--- src/sv/assert_macros.svh ---
// assertion helpers
`ifndef ASSERT_MACROS_SVH
`define ASSERT_MACROS_SVH

`define ASSERT_IMPL(lbl, clk, rst_n, ante, cons) \
	lbl: assert property (@(posedge clk) disable iff (!rst_n) (ante) |-> (cons)) \
	else $error("assertion failed");

`define ASSERT_NEXT(lbl, clk, rst_n, ante, cons) \
	lbl: assert property (@(posedge clk) disable iff (!rst_n) (ante) |=> (cons)) \
	else $error("assertion failed");

`endif

--- src/sv/lws_pkg.sv ---
package lws_pkg;

	localparam int IdxW = 10;

	typedef enum logic [1:0] {
		ACT_APPEND = 2'd0,
		ACT_QUERY  = 2'd1,
		ACT_CLEAR  = 2'd2,
		ACT_NONE   = 2'd3
	} action_t;

	typedef enum logic [1:0] {
		REG_MIN   = 2'd0,
		REG_MAX   = 2'd1,
		REG_SLOPE = 2'd2,
		REG_NONE  = 2'd3
	} reg_idx_t;

	typedef struct packed {
		logic [1:0]         action;
		logic signed [31:0] coord_x;
		logic signed [31:0] coord_y;
		logic [15:0]        speed;
	} in_item_t;

	typedef struct packed {
		logic [IdxW-1:0] lookahead_index;
		logic [IdxW-1:0] nearest_index;
		logic [15:0]     nearest_speed;
		logic            window_hit;
		logic            any_hit;
	} out_item_t;

	// one candidate beat from the distance pipeline
	typedef struct packed {
		logic        vld;
		logic        first;
		logic        last;
		logic [1:0]  pass;
		logic [63:0] dsq;
	} cand_t;

	localparam logic [1:0] PASS_WIN  = 2'd0;
	localparam logic [1:0] PASS_FULL = 2'd1;
	localparam logic [1:0] PASS_NEAR = 2'd2;

endpackage

--- src/sv/lws_dist.sv ---
// squared distance pipeline: sub, abs, square (split), sum with saturation
module lws_dist import lws_pkg::*; #(
	parameter int AW = 10
) (
	input  logic               clk,
	input  logic               arst_n,
	input  logic               vld,
	input  logic               first,
	input  logic               last,
	input  logic [1:0]         pass,
	input  logic [AW-1:0]      idx,
	input  logic signed [31:0] px,
	input  logic signed [31:0] py,
	input  logic signed [31:0] cx,
	input  logic signed [31:0] cy,
	input  logic [15:0]        spd,
	output cand_t              cand,
	output logic [AW-1:0]      cand_idx,
	output logic [15:0]        cand_spd
);

	logic [3:0] vld_q;
	logic [AW-1:0] idx_s1, idx_s2, idx_s3, idx_s4;
	logic [15:0] spd_s1, spd_s2, spd_s3, spd_s4;
	logic [3:0] ctl_s1, ctl_s2, ctl_s3, ctl_s4;
	logic [32:0] dx_s1, dy_s1;
	logic [31:0] ax_s2, ay_s2;
	logic [47:0] xl_s3, xh_s3, yl_s3, yh_s3;
	logic [63:0] sx_s4, sy_s4;
	logic signed [32:0] dxw, dyw;
	logic [64:0] sum;
	logic [63:0] sxw, syw;

	assign dxw = 33'(signed'(px)) - 33'(signed'(cx));
	assign dyw = 33'(signed'(py)) - 33'(signed'(cy));
	assign sxw = {16'd0, xh_s3} << 16;
	assign syw = {16'd0, yh_s3} << 16;

	always_ff @(posedge clk or negedge arst_n) begin
		if (!arst_n) begin
			vld_q <= '0;
		end else begin
			vld_q <= {vld_q[2:0], vld};
		end
	end

	always_ff @(posedge clk) begin
		dx_s1  <= dxw;
		dy_s1  <= dyw;
		idx_s1 <= idx;
		spd_s1 <= spd;
		ctl_s1 <= {first, last, pass};
		ax_s2  <= dx_s1[32] ? 32'(-dx_s1) : dx_s1[31:0];
		ay_s2  <= dy_s1[32] ? 32'(-dy_s1) : dy_s1[31:0];
		idx_s2 <= idx_s1;
		spd_s2 <= spd_s1;
		ctl_s2 <= ctl_s1;
		xl_s3  <= 48'(ax_s2) * 48'(ax_s2[15:0]);
		xh_s3  <= 48'(ax_s2) * 48'(ax_s2[31:16]);
		yl_s3  <= 48'(ay_s2) * 48'(ay_s2[15:0]);
		yh_s3  <= 48'(ay_s2) * 48'(ay_s2[31:16]);
		idx_s3 <= idx_s2;
		spd_s3 <= spd_s2;
		ctl_s3 <= ctl_s2;
		sx_s4  <= sxw + 64'(xl_s3);
		sy_s4  <= syw + 64'(yl_s3);
		idx_s4 <= idx_s3;
		spd_s4 <= spd_s3;
		ctl_s4 <= ctl_s3;
	end

	assign sum = 65'(sx_s4) + 65'(sy_s4);

	always_comb begin
		cand.vld   = vld_q[3];
		cand.first = ctl_s4[3];
		cand.last  = ctl_s4[2];
		cand.pass  = ctl_s4[1:0];
		cand.dsq   = sum[64] ? '1 : sum[63:0];
	end
	assign cand_idx = idx_s4;
	assign cand_spd = spd_s4;

endmodule

--- config.mk ---
export PLATFORM = sky130hd
export DESIGN_NAME = lws_dist
export DESIGN_NICKNAME = d
export VERILOG_FILES = /design/src/sv/assert_macros.svh /design/src/sv/lws_pkg.sv /design/src/sv/lws_dist.sv
export SDC_FILE = /design/constraint.sdc
export NUM_CORES = 2
export LEC_CHECK = 0
export BUFFER_PORTS_ARGS = -buffer_cell sky130_fd_sc_hd__clkbuf_2
export CORE_ASPECT_RATIO = 1.2
export CORE_UTILIZATION = 60
export CTS_CLUSTER_DIAMETER = 60
export DETAILED_ROUTE_END_ITERATION = 10
export HOLD_SLACK_MARGIN = 0.05
export PLACE_DENSITY = 0.76
export SETUP_SLACK_MARGIN = 0.2
export SLEW_MARGIN = 20
export SYNTH_ARGS = -nofsm -noshare
export SYNTH_HDL_FRONTEND = slang
export SYNTH_SLANG_ARGS = --single-unit
--- constraint.sdc ---
create_clock -name clk -period 8.9 [get_ports clk]
set_input_delay 1.78 -clock clk [delete_from_list [all_inputs] [get_ports clk]]
set_output_delay 1.78 -clock clk [all_outputs]
set_load 0.005 [all_outputs]
# After elaboration in Yosys (flattened, before gate mapping)
# Cells that the tools add are included.
[op_classes] addsub=7 mul=4 muxes=3
[op_table] cell="32-bit by 16-bit multiplier with 48-bit output" count=4
[op_table] cell="64-bit by 48-bit adder with 64-bit output" count=2
[op_table] cell="32-bit by 32-bit subtractor with 33-bit output" count=2
[op_table] cell="64-bit by 64-bit adder with 65-bit output" count=1
[op_table] cell="32-bit two-way mux" count=2
[op_table] cell="64-bit two-way mux" count=1
[op_table] cell="32-bit negator" count=2
[totals] regBits=574 input_bits=161 out_inout_bits=95 elab_cells=37

# Longest topological paths before layout
[logic_depth] ltp_word=2 mapped_depth=30

# Worst setup path after synthesis
# OpenSTA, ideal clock, no wires.
[synth_timing] kind="register to register" start="register ax_s2[18]" end="register xh_s3[46]" setup_ps=72 arrival_ps=6810 path_slack_ps=2018 stages_incl_launch_ff=26 n_path_buf=2 cell_sequence="dfxtp_1 > clkbuf_1 > clkbuf_1 > nand2_1 > fa_1 > inv_1 > fa_1 > fa_1 > fa_1 > fa_1 > inv_1 > fa_1 > inv_1 > ha_1 > a21o_1 > a21o_1 > a21oi_1 > o21ai_1 > a221o_1 > or3_1 > o21ai_2 > o21ai_1 > a311o_1 > a31o_2 > a21oi_1 > xnor2_1"
[synth_via] elab_chain_cells=1
[synth_rtl] item="start, declared" line="lws_dist.sv:27" source="logic [31:0] ax_s2, ay_s2;"
[synth_rtl] item="start signal, assigned" line="lws_dist.sv:53" source="ax_s2 <= dx_s1[32] ? 32'(-dx_s1) : dx_s1[31:0];"
[synth_rtl] item="32-bit by 16-bit multiplier with 48-bit output" line="lws_dist.sv:59" source="xh_s3 <= 48'(ax_s2) * 48'(ax_s2[31:16]);"
[synth_rtl] item="end signal, assigned" line="lws_dist.sv:59"
[synth_rtl] item="end, declared" line="lws_dist.sv:28" source="logic [47:0] xl_s3, xh_s3, yl_s3, yh_s3;"
# No other way between the ends.

# Final worst setup path
[layout_timing] start="register ax_s2[8]" end="register xh_s3[47]"
# The elaborated chain is that of the path after synthesis.

==> flow_metrics.py <==
metrics = {
    "outcome": {
        "status": "finished, final reports clean",
    },
    "yosys": {
        "synth_cell_types": 101,
        "syn_avg_cell_area_sq_um": 9.22,
        "synth_warnings": 0,
        "synth_top_area_cell": "fa_1",
        "synth_edf_count": 0,
        "syn_area_sq_um": 79200,
        "ys_top_cells_by_area": "fa_1 38%, dfxtp_1 14%, ha_1 11%",
        "ys.flop_type": "dfxtp_1",
        "netlist_instances": 8591,
        "synthArstFlopShare_pct": 0.702,
        "synth_nets": 11000,
        "ys_seq_area_share_pct": 14.4,
        "yosysTopAreaCellShare_pct": 37.5,
        "synth_seq_cells": 570,
    },
    "global_route": {
        "track_usage_pct": 30.1,
        "grt_start_max_net_pins": 45,
        "grt-ovfl-total": 0,
        "antenna_found_initial": 3,
        "grt_pass1_wl_mm": 315,
        "use_met1_pct": 34.6,
        "use_met3_pct": 3.98,
        "grt_pass1_vias": 63000,
        "grtUsageMet2_pct": 53.5,
        "grt_busiest_layer": "met2",
    },
    "worst_hold_path": {
        "hold_end": "ctl_s3[3]",
        "min_from": "ctl_s2[3]",
        "hp-class": "reg -> reg",
        "whs_path_depth": 0,
    },
    "sta": {
        "setup_viol": 0,
        "max_freq_mhz": 125,
        "min_period_ns": 7.97,
        "fin_setup_tns_ns": 0,
        "tightest_slew_ns": 1.15,
        "hold_viol_final": 0,
        "drv_slew": 0,
        "fin_crit_sh_pct": 89.6,
        "rsz0062_at_grt": "no",
        "finClkSkew_ns": 0.0383,
        "slew_headroom_pct": 23.2,
    },
    "job": {
        "cap_viol_max_count": 0,
    },
    "clock_network": {
        "clockBufferDepth": 3,
        "clockRootBuffer": "clkbuf_16",
        "clk_pin_slew_ns": 0.07,
        "cts_resized": 0,
        "cts_hold_buf": 0,
        "cts_buffers": 60,
        "cts.sinks": 570,
        "cts_setup_buffers": 0,
        "h-tree-depth": 2,
        "clk_latency_ns": 0.69,
        "cts_tree": "yes",
    },
    "worst_setup_path": {
        "startpoint_type": "flop",
        "arrival_ns": 8.52,
        "path_depth": 25,
        "path_common_cell": "fa_1",
        "crit_fanout": 8,
        "critical-path-max-stage-delay_ns": 0.68,
        "cp_top_family": "adder cells",
        "crit_start": "ax_s2[8]",
        "cp.required_ns": 9.44,
        "crit_path_top_delay_cell": "o31ai_1",
        "end_kind": "flop",
        "rr_startpoint": "ax_s2[8]",
        "cp_num_buf_inv": 5,
        "r2r_end": "xh_s3[47]",
        "rr_worst_depth": 25,
        "worstSetupPathType": "reg -> reg",
        "reg2reg_slack_ns": 0.93,
    },
    "cells_and_area": {
        "antennaDiodeCount": 0,
        "multi_input_area_sq_um": 58900,
        "final.fill_count": 10700,
        "nNetsFinal": 11100,
        "area_growth_syn_to_layout_pct": 6.73,
        "seqCellArea_sq_um": 11400,
        "drive_above_1_share_pct": 6.05,
    },
    "floorplanning": {
        "die_w_microns": 334,
        "coreArea_sq_um": 131000,
        "start_util_pct": 60.7,
        "die-area_sq_um": 134000,
        "rows": 145,
        "die_h_microns": 400,
        "ioPinCount": 256,
    },
    "route": {
        "finalWirelength_mm": 194,
        "antenna_left": 0,
        "via_count": 57900,
        "initialDrtViolationCount": 3400,
        "vias_per_cell": 5.52,
        "drt_first_pass_iters": 6,
        "drc": 0,
        "wl_per_cell_microns": 18.5,
    },
    "placement": {
        "gp_congestion": 0.985,
        "dp_hpwl_mm": 160,
        "port_buffers": 255,
    },
}
## cells by family after synthesis
kind of cell | Yosys count | synth area share (%)
buffers and inverters | 2384 | 11.3
adders and majority gates | 2200 | 48.8
and+or+nand+nor | 1926 | 11.6
AOI/OAI and AO/OA | 1046 | 8.74
DFF | 570 | 14.4
xor gates and xnor gates | 459 | 5.07
muxes | 6 | 0.0805
## layout by cell type (no fill, tap or decap), types with 242 or more instances in the layout
master	count
dfxtp_1	559
xnor2_1	327
nand2_1	888
ha_1	714
and2_1	342
inv_1	2127
a21oi_1	305
fa_1	1486
nor2_1	242
clkbuf_2	255
## worst register-to-register path, delay by kind of cell, from the launching register on
kind	cells	cell delay [ns]
DFF	1	0.51
buffers and inverters	5	0.86
and+or+nand+nor	6	1.22
adders and majority gates	7	3.31
xor gates and xnor gates	1	0.12
AOI/OAI and AO/OA	6	1.82
## final cells by class
cell class / count / area share (%)
Multi-Input combinational cell: 5637 / 69.6
Sequential cell: 570 / 13.5
Inverter: 2130 / 9.45
Tap cell: 1690 / 2.50
Timing Repair Buffer: 347 / 2.37
Clock buffer: 71 / 1.90
Clock inverter: 40 / 0.666
## synth_stat cells (all sizes together) (5+ instances only)
master	n
nor4	8
o311ai	6
or3	22
buf	9
o21a	41
xnor2	327
a2111oi	7
nand2b	62
nor2	243
o211a	7
a21oi	308
nand2	889
o211ai	11
o21ai	185
nor3	63
or4	10
o31a	5
ha	714
or2	16
a41oi	11
nand4	44
a221oi	6
xor2	132
a21boi	17
a31o	18
and4	9
and2	342
dfxtp	566
and3	53
nand3	72
a31oi	36
a211o	13
o31ai	40
nand3b	5
o2111ai	7
inv	2127
a311oi	5
nor3b	11
a21o	192
a211oi	40
clkbuf	245
nor2b	67
fa	1486
o21bai	49
## state kept, by name, summed over array words and instances (netlist names), 16 cells and up
register  count
dy_s1        33
xl_s3        47
yl_s3        47
sy_s4        63
ax_s2        32
cand_spd     16
xh_s3        48
dx_s1        33
ay_s2        32
sx_s4        63
spd_s1       16
spd_s3       16
spd_s2       16
yh_s3        48
## stage by stage
stage	instances	utilization [%]	hold WS [ns]	setup WS (ns)	instance area [sq um]
2_1_floorplan	8591	-	0.310	2.02	79200
3_3_place_gp	10400	63.1	0.310	1.20	82400
3_5_place_dp	10400	63.1	0.312	1.04	82400
4_1_cts	10500	64.7	0.319	1.05	84600
5_1_grt	10500	64.7	0.327	0.518	84600
6_report	10500	64.7	0.317	0.928	84600
## routing by layer
layer | routed length (microns) | share of wire, %
met2 | 97800 | 50
met4 | 13600 | 7.0
met1 | 71100 | 37
met3 | 11500 | 5.9
met5 | 0 | 0
## how the worst max path moves through the flow
stage	end
after global routing	xl_s3[46]
after detailed placement	yl_s3[46]
after floorplan	xh_s3[46]
after CTS	yl_s3[46]
after global placement	xh_s3[47]
final	xh_s3[47]
Power is not shown: default switching activity piles up to over one toggle a cycle in this logic, so the estimate is an artifact.
